$ cat src/design/tmvm_pkg.sv
// ----------------------------------------------------------------------------
// tmvm_pkg
// Shared constants, codes and control structs of the triangular
// matrix-vector multiplier.
// ----------------------------------------------------------------------------
`default_nettype none

package tmvm_pkg;

	// defaults for the top-level parameters
	localparam int DEF_MAX_N     = 16;
	localparam int DEF_FRAC_BITS = 16;

	// field widths
	localparam int KIND_W  = 2;
	localparam int ROW_W   = 4;
	localparam int VALUE_W = 32;
	localparam int IDX_W   = 4;
	localparam int SIZE_W  = 5;
	localparam int CFG_W   = 5;
	localparam int REGI_W  = 2;

	// packed stream widths, rounded up to whole bytes
	localparam int IN_DATA_W  = 40;
	localparam int OUT_DATA_W = 40;

	// input item kinds
	localparam logic [KIND_W-1:0] KIND_MAT  = 2'd0;
	localparam logic [KIND_W-1:0] KIND_VEC  = 2'd1;
	localparam logic [KIND_W-1:0] KIND_COMP = 2'd2;

	// configuration register indexes
	localparam logic [REGI_W-1:0] REG_LOWER = 2'd0;
	localparam logic [REGI_W-1:0] REG_TRANS = 2'd1;
	localparam logic [REGI_W-1:0] REG_UNIT  = 2'd2;
	localparam logic [REGI_W-1:0] REG_SIZE  = 2'd3;

	localparam logic [SIZE_W-1:0] SIZE_RESET = 5'd16;

	// controller -> datapath commands
	typedef struct packed {
		logic mac_valid;
		logic mac_first;
		logic mac_last;
		logic mac_inside;
		logic mac_unit;
		logic emit_valid;
		logic emit_last;
		logic store_mat;
		logic store_vec;
	} cmd_t;

	// datapath -> controller status
	typedef struct packed {
		logic mac_busy;
		logic rd_pend;
		logic out_free;
	} status_t;

endpackage

`default_nettype wire

$ cat src/design/tmvm_ctrl.sv
// ----------------------------------------------------------------------------
// tmvm_ctrl
// Configuration registers and the sequencer that walks the (i,j) loop of a
// compute and then the result emission.
// ----------------------------------------------------------------------------
`default_nettype none

module tmvm_ctrl #(
	parameter int MAX_N = tmvm_pkg::DEF_MAX_N,
	parameter int IW    = 4,
	parameter int MW    = 8
) (
	input  wire logic                         clk,
	input  wire logic                         arst_n,
	input  wire logic                         cfg_we,
	input  wire logic [tmvm_pkg::REGI_W-1:0]  cfg_index,
	input  wire logic [tmvm_pkg::CFG_W-1:0]   cfg_data,
	input  wire logic                         in_valid,
	output logic                              in_ready,
	input  wire logic [tmvm_pkg::KIND_W-1:0]  kind,
	input  wire logic [tmvm_pkg::ROW_W-1:0]   row,
	input  wire logic [tmvm_pkg::ROW_W-1:0]   col,
	output tmvm_pkg::cmd_t                    cmd,
	output logic [IW-1:0]                     mac_row,
	output logic [MW-1:0]                     mat_addr,
	output logic [IW-1:0]                     vec_addr,
	output logic [IW-1:0]                     emit_idx,
	input  wire tmvm_pkg::status_t            st
);

	localparam int NMAX = (MAX_N < 16) ? MAX_N : 16;
	localparam int RW   = tmvm_pkg::ROW_W + 3;

	typedef enum logic [2:0] {
		ST_IDLE,
		ST_MAC,
		ST_FLUSH,
		ST_EMIT,
		ST_DRAIN
	} state_t;

	state_t                       state_q;
	logic                         lower_q, trans_q, unit_q;
	logic [tmvm_pkg::SIZE_W-1:0]  size_q;
	logic [IW-1:0]                i_q, j_q, k_q;
	logic                         mac_valid_q, mac_first_q, mac_last_q;
	logic                         mac_inside_q, mac_unit_q;
	logic                         emit_valid_q, emit_last_q;
	logic [IW-1:0]                mac_row_q, vec_addr_q, emit_idx_q;
	logic [MW-1:0]                mat_addr_q;

	logic [tmvm_pkg::SIZE_W-1:0]  n_eff, nm1;
	logic [IW-1:0]                last_idx, r_idx, c_idx;
	logic                         accept, row_ok, col_ok, in_tri, on_diag;

	// configuration
	always_ff @(posedge clk or negedge arst_n) begin
		if (!arst_n) begin
			lower_q <= 1'b0;
			trans_q <= 1'b0;
			unit_q  <= 1'b0;
			size_q  <= tmvm_pkg::SIZE_RESET;
		end else if (cfg_we) begin
			case (cfg_index)
				tmvm_pkg::REG_LOWER: lower_q <= cfg_data[0];
				tmvm_pkg::REG_TRANS: trans_q <= cfg_data[0];
				tmvm_pkg::REG_UNIT:  unit_q  <= cfg_data[0];
				tmvm_pkg::REG_SIZE:  size_q  <= cfg_data;
				default: ;
			endcase
		end
	end

	assign n_eff    = (size_q > tmvm_pkg::SIZE_W'(NMAX)) ? tmvm_pkg::SIZE_W'(NMAX) : size_q;
	assign nm1      = n_eff - 1'b1;
	assign last_idx = IW'(nm1);

	assign in_ready = (state_q == ST_IDLE);
	assign accept   = in_valid && in_ready;
	assign row_ok   = RW'(row) < RW'(MAX_N);
	assign col_ok   = RW'(col) < RW'(MAX_N);

	// element (i,j) of op(A) lives at A[r][c]
	assign r_idx   = trans_q ? j_q : i_q;
	assign c_idx   = trans_q ? i_q : j_q;
	assign in_tri  = lower_q ? (r_idx >= c_idx) : (r_idx <= c_idx);
	assign on_diag = (i_q == j_q);

	always_ff @(posedge clk or negedge arst_n) begin
		if (!arst_n) begin
			state_q      <= ST_IDLE;
			i_q          <= '0;
			j_q          <= '0;
			k_q          <= '0;
			mac_valid_q  <= 1'b0;
			mac_first_q  <= 1'b0;
			mac_last_q   <= 1'b0;
			mac_inside_q <= 1'b0;
			mac_unit_q   <= 1'b0;
			mac_row_q    <= '0;
			mat_addr_q   <= '0;
			vec_addr_q   <= '0;
			emit_valid_q <= 1'b0;
			emit_last_q  <= 1'b0;
			emit_idx_q   <= '0;
		end else begin
			mac_valid_q  <= 1'b0;
			emit_valid_q <= 1'b0;
			case (state_q)
				ST_IDLE: begin
					if (accept && kind == tmvm_pkg::KIND_COMP && n_eff != '0) begin
						i_q     <= '0;
						j_q     <= '0;
						state_q <= ST_MAC;
					end
				end
				ST_MAC: begin
					mac_valid_q  <= 1'b1;
					mac_first_q  <= (j_q == '0);
					mac_last_q   <= (j_q == last_idx);
					mac_inside_q <= in_tri;
					mac_unit_q   <= unit_q && on_diag;
					mac_row_q    <= i_q;
					mat_addr_q   <= MW'(r_idx) * MW'(MAX_N) + MW'(c_idx);
					vec_addr_q   <= j_q;
					if (j_q == last_idx) begin
						j_q <= '0;
						if (i_q == last_idx)
							state_q <= ST_FLUSH;
						else
							i_q <= IW'(i_q + 1'b1);
					end else begin
						j_q <= IW'(j_q + 1'b1);
					end
				end
				ST_FLUSH: begin
					if (!mac_valid_q && !st.mac_busy) begin
						k_q     <= '0;
						state_q <= ST_EMIT;
					end
				end
				ST_EMIT: begin
					if (!emit_valid_q && !st.rd_pend && st.out_free) begin
						emit_valid_q <= 1'b1;
						emit_idx_q   <= k_q;
						emit_last_q  <= (k_q == last_idx);
						if (k_q == last_idx)
							state_q <= ST_DRAIN;
						else
							k_q <= IW'(k_q + 1'b1);
					end
				end
				ST_DRAIN: begin
					if (!emit_valid_q && !st.rd_pend)
						state_q <= ST_IDLE;
				end
				default: state_q <= ST_IDLE;
			endcase
		end
	end

	always_comb begin
		cmd.mac_valid  = mac_valid_q;
		cmd.mac_first  = mac_first_q;
		cmd.mac_last   = mac_last_q;
		cmd.mac_inside = mac_inside_q;
		cmd.mac_unit   = mac_unit_q;
		cmd.emit_valid = emit_valid_q;
		cmd.emit_last  = emit_last_q;
		cmd.store_mat  = accept && kind == tmvm_pkg::KIND_MAT && row_ok && col_ok;
		cmd.store_vec  = accept && kind == tmvm_pkg::KIND_VEC && row_ok;
	end

	assign mac_row  = mac_row_q;
	assign mat_addr = mat_addr_q;
	assign vec_addr = vec_addr_q;
	assign emit_idx = emit_idx_q;

endmodule

`default_nettype wire

$ cat config.mk
export PLATFORM = sky130hd
export DESIGN_NAME = tmvm_ctrl
export DESIGN_NICKNAME = d
export VERILOG_FILES = /design/src/design/tmvm_pkg.sv /design/src/design/tmvm_ctrl.sv
export SDC_FILE = /design/constraint.sdc
export NUM_CORES = 1
export LEC_CHECK = 0
export BUFFER_PORTS_ARGS = -buffer_cell sky130_fd_sc_hd__buf_2
export CORE_UTILIZATION = 55
export DETAILED_ROUTE_END_ITERATION = 12
export PLACE_DENSITY = 0.84
export SLEW_MARGIN = 20
export SYNTH_ARGS = -nofsm -noshare
export SYNTH_HDL_FRONTEND = slang
export SYNTH_SLANG_ARGS = --single-unit
export TNS_END_PERCENT = 5
$ cat constraint.sdc
create_clock -name clk -period 5.24 [get_ports clk]
set_clock_uncertainty 0.2 [all_clocks]
set_input_delay 0.262 -clock clk [delete_from_list [all_inputs] [get_ports clk]]
set_output_delay 0.262 -clock clk [all_outputs]
set_load 0.1 [all_outputs]
======== After elaboration in Yosys (flattened, before gate mapping) ========
Index checks and enable logic that the tools add are counted.
word-level totals
  logic and storage cells ................. 103
  input bits .............................. 24
  bits in registers ....................... 50
cells by class
  equal/unequal tests ..................... 22
  reductions and logical operators ........ 29
  order comparisons ....................... 3
  $add $sub $neg .......................... 5
  muxes and demuxes ....................... 25
operators with widths
  operator                                              count
  two-way mux 4 bit                                     9
  case mux 4 bit (2 select lines)                       3
  two-way mux 3 bit                                     7
  equality test 4 bit                                   4
  != test 2 bit (second input constant)                 8
  case mux 3 bit (5 select lines)                       1
  adder 4 x 1 -> 4 bit (second input constant)          3
  AND reduction 2 bit                                   6
  logical AND 1 bit                                     9
  adder 8 x 4 -> 8 bit                                  1
  AND reduction 4 bit                                   2
  AND reduction 7 bit                                   1
  equality test 2 bit (second input constant)           3
  equality test 3 x 2 -> 1 bit (second input constant)  2
  > comparator 5 bit (second input constant)            1
  two-way mux 5 bit                                     1
  nonzero test 5 bit                                    1
  equality test 2 x 1 -> 1 bit (second input constant)  2
  greater-or-equal comparator 4 bit                     1
  less-or-equal comparator 4 bit                        1
  zero test 1 bit                                       4
  zero test 2 bit                                       2
  zero test 4 bit                                       1
  two-way mux 1 bit                                     4
  6 further kinds                                       7

======== Depth between registers and ports, before layout ========
Gate-level depths: netlist of the first run.
  depth in word-level cells ............... 7
  gate-level depth with buffers ........... 9

======== Least setup slack after synthesis of the first run ========
OpenSTA, ideal clock, no wires.
  kind .................................... reg2out
  start ................................... register state_q[0]
  end ..................................... output port cmd[0] (netlist bit)
  cell stages (with the launch flop) ...... 5
  data required time ...................... 4.778 ns
  arrival ................................. 5.301 ns
  slack ................................... -0.523 ns
  path buffers ............................ 1
  cell sequence ........................... dfrtp_1 > clkbuf_1 > nor3_1 > nand2_1 > nor3b_1
RTL lines
  element                 RTL line          text
  start, declared         tmvm_ctrl.sv:42   state_t state_q;
  start signal, assigned  tmvm_ctrl.sv:91   state_q <= ST_IDLE;
  start signal, assigned  tmvm_ctrl.sv:114  state_q <= ST_MAC;
  start signal, assigned  tmvm_ctrl.sv:129  state_q <= ST_FLUSH;
  end, declared           tmvm_ctrl.sv:23   output tmvm_pkg::cmd_t cmd,

======== Final worst setup path of the first run ========
  start ................................... register size_q[4] (netlist bit)
  end ..................................... register state_q[1]
on the way
  longest elaborated chain between the ends .. 6
  elaborated cells on any way between the ends .. 13
ends and longest elaborated chain
  element                                                                   RTL line                           text
  start, declared                                                           tmvm_ctrl.sv:44                    logic [tmvm_pkg::SIZE_W-1:0] size_q;
  start signal, assigned                                                    tmvm_ctrl.sv:62                    size_q <= tmvm_pkg::SIZE_RESET;
  start signal, assigned                                                    tmvm_ctrl.sv:68                    tmvm_pkg::REG_SIZE: size_q <= cfg_data;
  > comparator 5 bit                                                        tmvm_ctrl.sv:74                    assign n_eff = (size_q > tmvm_pkg::SIZE_W'(NMAX)) ? tmvm_pkg::SIZE_W'(NMAX) : size_q;
  two-way mux 5 bit *                                                       tmvm_ctrl.sv:74
  subtractor 4 x 1 -> 4 bit / nonzero test 5 bit (equally long branches)    tmvm_ctrl.sv:75, tmvm_ctrl.sv:111
  equality test 4 bit (tied with other cells)                               tmvm_ctrl.sv:147                   if (k_q == last_idx)
  != test 2 bit (no line) / != test 2 x 1 -> 1 bit (equally long branches)  n/a
  AND reduction 7 bit (no line) *                                           n/a
  end signal, assigned                                                      tmvm_ctrl.sv:148                   state_q <= ST_DRAIN;
  end signal, assigned                                                      tmvm_ctrl.sv:155                   state_q <= ST_IDLE;
  end signal, assigned                                                      tmvm_ctrl.sv:157                   default: state_q <= ST_IDLE;
Mark *: on every way between the ends. The rest lies on a longest branch, timed or not.
A chain may end at the register's enable or synchronous reset.

==> results by group, run 1 <==
Outcome
  – Status: finished clean

STA
  – Final worst setup slack: 2.327 ns
  – Crit path time final: 2.913 ns
  – Max Transition Viols Final: 0
  – Final period util: 55.58%
  – Final setup vio count: 0
  – Fmax: 343.3 MHz
  – Hold Slack: 0.03303 ns
  – RSZ-0062 raised after global routing: no
  – Hold Fails Final Rpt: 0
  – Least-Margin Pin Slew: 0.6862 ns
  – Slew Limit Headroom: 54.26%

Synth
  – Synth area leaders: dfrtp_1 44%, nand2_1 5.0%, mux2_2 4.8%
  – Synth Net Count: 309
  – Synth Area per Inst: 9.987 sq um
  – Post-synth EDFFs: 0
  – Synth Register Bits: 50
  – Ys Warns: 0
  – Most frequent cell after synthesis: dfrtp_1
  – Ys async rst share: 100.0%
  – Cells after synthesis: 280
  – Mapped cell area: 2796 sq um
  – Primary FF master, synth: dfrtp_1
  – Distinct cells, synth: 54
  – Seq/Total Area, Yosys: 44.79%
  – Area share of the largest cell type after synthesis: 43.85%
  – Top cells by count, synth: 49 x dfrtp_1, 37 x nand2_1, 22 x o21ai_0
  – Area leader, netlist: dfrtp_1

Placement
  – Hpwl dp: 3.884 mm
  – Post-place setup slack: 2.364 ns
  – Count of input and output buffers: 45
  – Final GP Congestion: 0.8141
  – Placed cell count: 368

Worst setup path
  – Crit path kind: reg2reg
  – Startpoint types: flip-flop
  – R2R Setup Slk: 2.33 ns
  – Worst path required time: 5.22 ns
  – R2R depth: 7
  – Max incr delay on CP: 0.60 ns
  – Critical path cell sequence: nand2b_1 > ha_1 > xnor3_1 > and3_1 > a311oi_4 > nor2_1 > a2111oi_2
  – Critical path arrival: 2.90 ns
  – R2r startpoint: size_q[4]
  – R2r endpoint: state_q[1]
  – CP Capture Type: flip-flop
  – Critical path's slowest cell: dfstp_2
  – Critical Path Fanout Max: 6

Die
  – Core Rows: 25
  – Starting Density: 58.05%
  – Core Region: 4817 sq um
  – Number of top-level pins: 54
  – Die height: 73.31 um
  – Area of the die: 5374 sq um
  – Horiz. Die Dim: 73.31 um

Clock network
  – CTS root buffer: clkbuf_8
  – Clock slew at reported path FFs: 0.09 ns
  – Clk buf depth: 2
  – Post-CTS Setup Inserts: 0
  – CTS sink cnt: 50
  – CTS tree: built
  – Total CTS buffers: 5
  – Worst skew pair latency: 0.30 ns
  – H-tree levels: 2

Drt
  – DRT Pass-1 Iters: 4
  – DR vias: 2121
  – Wire length per cell: 14.56 um
  – Drt initial violations: 225
  – Post-DRT Antenna Nets: 0
  – Post-Route WL: 5.531 mm
  – Vias per cell: 5.582
  – Remaining DRCs: 0

Layout
  – Area grow syn2layout: 11.68%
  – Layout cells sized above 1: 25.88%
  – Final instance count without filler cells: 380
  – Fill count: 413
  – Nets@finish: 342
  – Layout Utilization: 64.83%
  – # diodes: 0

GRT
  – GRT busiest layer: met2
  – Largest net degree at the start of global routing: 51
  – GR Layer Usage met3: 4.390%
  – Global-route wire length before repair: 9.404 mm
  – Met2 usage in global routing: 38.37%
  – Grt total ovfl: 0
  – Initial antenna violation count: 0
  – GRT Overall Usage: 23.01%
  – Number of global-route vias before repair: 2049
  – GR Util met1: 30.37%

Hold path
  – Hold Path Origin: cfg_data[0]
  – Min-Delay Path Class: in2reg
  – Hold depth: 2
  – WHS Endpoint: unit_q

Flow run
  – MaxCap Viol Count: 0
metal layers:
metal	up-vias	routed length, um
li1	1033	-
met4	0	88
met5	-	0
met1	1022	2404
met2	56	2789
met3	10	249
through the flow:
stage          cell area, sq um  TNS, ns
6_report                   3123        0
5_1_grt                    3123        0
4_1_cts                    3110        0
3_5_place_dp               2990        0
3_3_place_gp               2990        0
2_1_floorplan              2801  -0.4266
flip-flops by register name (all words and copies together), names as in the netlist, 4 cells and up:
name      cells
mat_addr      8
size_q        5
emit_idx      4
i_q           4
j_q           4
k_q           4
mac_row       4
vec_addr      4
critical path, delay by kind of cell (launching register included):
family / cells / cell delay (ns)
adder cells (fa/ha/maj): 1 / 0.27
flip-flops: 1 / 0.60
XOR/XNOR: 1 / 0.40
AND/OR/NAND/NOR: 3 / 0.58
AO/OA/AOI/OAI: 2 / 0.75
placed cells by master, fill, tap and decap left out, types with 5 or more instances in the layout:
master and instances:
dfrtp_1 49, inv_1 9, xnor2_1 8, buf_2 44, xor2_1 5, o21ai_0 22, clkbuf_8 5, nor3_1 6
nand2b_1 10, mux2_2 12, nor2_1 16, dlygate4sd3_1 5, ha_1 5, nand3_1 13, nand2_1 37, mux2i_1 13
kinds of logic (layout without fill, tap and decap cells):
group	count (synthesis)	after routing	share of synthesized area, %
buffers and inverters	33	66	5.503
AND/OR/NAND/NOR	104	104	18.66
flip-flops	50	50	44.79
XOR/XNOR	15	15	5.459
adder cells (fa/ha/maj)	6	6	2.595
AO/OA/AOI/OAI	46	46	12.98
multiplexers	26	26	10.02
worst max path at each step:
stage,from,endpoint,slack [ns]
after CTS,size_q[4],state_q[1],2.32
final,size_q[4],state_q[1],2.33
after detailed placement,size_q[4],state_q[1],2.36
after floorplan,state_q[0],cmd[1],-0.43
after global routing,size_q[4],state_q[1],2.19
after global placement,size_q[4],state_q[1],2.42
layout make-up:
cell class / count / area (sq um) / area share, %
sequential: 50 / 1252 / 40.10
multi-input combinational: 197 / 1395 / 44.67
tap: 67 / 83.83 / 2.684
timing repair buffer: 50 / 277.8 / 8.894
clock buffer: 6 / 72.57 / 2.324
inverter: 9 / 33.78 / 1.082
clock inverter: 1 / 7.507 / 0.2404
what timing repair did:
action,CTS,global route
resized for setup,0,0
hold buffers,4,1
endpoints found under the setup margin,0,0
hold endpoints to repair,4,49
Power of run 1 is not shown: default switching activity piles up to over one toggle a cycle in this logic, so the estimate is an artifact.
==> inputs of run 2 (changes only) <==
--- a/config.mk
+++ b/config.mk
@@ -6,9 +6,9 @@
 export NUM_CORES = 1
 export LEC_CHECK = 0
 export BUFFER_PORTS_ARGS = -buffer_cell sky130_fd_sc_hd__buf_2
-export CORE_UTILIZATION = 55
+export CORE_UTILIZATION = 50
 export DETAILED_ROUTE_END_ITERATION = 12
-export PLACE_DENSITY = 0.84
+export PLACE_DENSITY = 0.81
 export SLEW_MARGIN = 20
 export SYNTH_ARGS = -nofsm -noshare
 export SYNTH_HDL_FRONTEND = slang
==> constraint.sdc (replaced) <==
create_clock -name clk -period 2.45 [get_ports clk]
set_clock_uncertainty 0.2 [all_clocks]
set_input_delay 0.1225 -clock clk [delete_from_list [all_inputs] [get_ports clk]]
set_output_delay 0.1225 -clock clk [all_outputs]
set_load 0.1 [all_outputs]
==> run 2 against run 1 <==
- wire length is 9.1% higher
- critical path type unchanged
- sequential cell count stayed put
- core utilization is 1.3 points higher
- global-route usage is 1.3 points lower
- critical endpoint is now i_q[0]
==> results by group, run 2 (same netlist as run 1, synthesis figures left out) <==
Worst setup path
  – CP Capture Type: flip-flop
  – Max incr delay on CP: 0.51 ns
  – Startpoint types: flip-flop
  – WP buf/inv: 0
  – Critical path cell sequence: o31a_1 > nor3_4 > xnor2_2 > o41ai_4 > o21ai_2 > mux2_4
  – Critical path's top delay family: compound AO/OA/AOI/OAI gates
  – Worst path required time: 2.45 ns
  – Critical path arrival: 2.42 ns
  – Critical Path Fanout Max: 4
  – Critical path's slowest cell: o41ai_4
  – Crit path kind: reg2reg

STA
  – RSZ-0062 raised after global routing: yes
  – Least-Margin Pin Slew: 0.5647 ns
  – Max Transition Viols Final: 0
  – Crit path time final: 2.421 ns
  – Final setup vio count: 0
  – Hold Slack: 0.01577 ns
  – Final period util: 98.83%
  – Hold Fails Final Rpt: 0
  – Slew Limit Headroom: 62.36%
  – Fmax: 413.0 MHz

Die
  – Starting Density: 53.39%
  – Core Rows: 26
  – Die height: 76.79 um
  – Number of top-level pins: 54
  – Area of the die: 5896 sq um
  – Core Region: 5238 sq um
  – Horiz. Die Dim: 76.79 um

Clock network
  – Worst skew pair latency: 0.30 ns
  – CTS sink cnt: 50
  – Clock slew at reported path FFs: 0.09 ns
  – Total CTS buffers: 5
  – Clk buf depth: 2
  – CTS tree: built
  – CTS root buffer: clkbuf_8
  – H-tree levels: 2

Drt
  – Post-Route WL: 6.037 mm
  – Remaining DRCs: 0
  – Wire length per cell: 14.72 um
  – Vias per cell: 5.512
  – DR vias: 2260
  – Drt initial violations: 149
  – DRT Pass-1 Iters: 4
  – Post-DRT Antenna Nets: 0

GRT
  – Grt total ovfl: 0
  – Largest net degree at the start of global routing: 36
  – Initial antenna violation count: 0
  – GRT Overall Usage: 21.74%
  – Global-route wire length before repair: 10.21 mm
  – Number of global-route vias before repair: 2255

Layout
  – Area grow syn2layout: 23.85%
  – Fill count: 388
  – Layout cells sized above 1: 34.41%
  – Largest register FFs: 8
  – Nets@finish: 368
  – # diodes: 0
  – Most frequent cells in the layout: 47 x dfrtp_1, 45 x buf_2, 36 x nand2_1
  – Commonest non-fill, non-tap cell in the layout: dfrtp_1

Outcome
  – Status: finished clean

Placement
  – Count of input and output buffers: 45
  – Hpwl dp: 4.207 mm
  – Final GP Congestion: 0.8735

Hold path
  – Min-Delay Path Class: in2reg

Flow run
  – MaxCap Viol Count: 0
run 2: changes by cell type in the layout (fill, tap and decap cells not counted), sizes merged:
cell and delta:
clkinv +1, clkbuf +1, clkinvlp -1, buf +21, dlygate4sd3 +5
run 2: cell type report:
| type | count | area (sq um) | share of cell area, % |
|---|---|---|---|
| clock inverters | 1 | 8.758 | 0.2529 |
| clock buffers | 7 | 96.34 | 2.782 |
| well taps | 70 | 87.58 | 2.529 |
| multi-input cells | 197 | 1486 | 42.92 |
| repair buffers | 76 | 495.5 | 14.31 |
| flip-flops and latches | 50 | 1255 | 36.24 |
| inverters | 9 | 33.78 | 0.9754 |
run 2: timing repair:
action                     in CTS  in global routing
pin swaps                       4                  3
buffers inserted                0                  2
hold endpoints to repair       33                  0
gates resized for setup         4                  8
setup endpoints to repair       9                 13
hold buffers                   10                  0
gates cloned                    0                  0
run 2: worst paths after layout:
path | from | end | slack, ns | cells after the start
max in group asynchronous | arst_n | size_q[4] | 1.32 | 3
min in group asynchronous | arst_n | emit_idx[0] | 0.13 | 2
hold reg to reg | mac_unit_q | mac_unit_q | 0.28 | 2
setup / recovery | size_q[0] | i_q[0] | 0.03 | 6
hold / removal | cfg_index[1] | lower_q | 0.02 | 3
setup reg to reg | size_q[0] | i_q[0] | 0.03 | 6
run 2: tightest hold or removal path: stages:
cell and delay, ns:
buf_2 0.10, nor3b_1 0.06, mux2_2 0.21
run 2: per-stage QoR:
step / util [%] / std cells / setup TNS, ns / setup WS [ns] / instance area [sq um]
after global routing: 66.13 / 410 / -0.2010 / -0.04893 / 3463
final: 66.13 / 410 / 0 / 0.02863 / 3463
after CTS: 64.91 / 408 / 0 / 0.02311 / 3400
after global placement: 60.73 / 390 / -0.09658 / -0.02599 / 3181
after detailed placement: 60.73 / 390 / -0.2990 / -0.09128 / 3181
after floorplan: - / 280 / -1.234 / -0.3218 / 2846
run 2: metal layers:
metal | wire (um) | global-route usage (%)
met4 | 141 | 8.846
met1 | 2596 | 27.55
met5 | 0 | 0
met3 | 253 | 3.571
met2 | 3046 | 36.79
Power of run 2 is left out for the same reason.
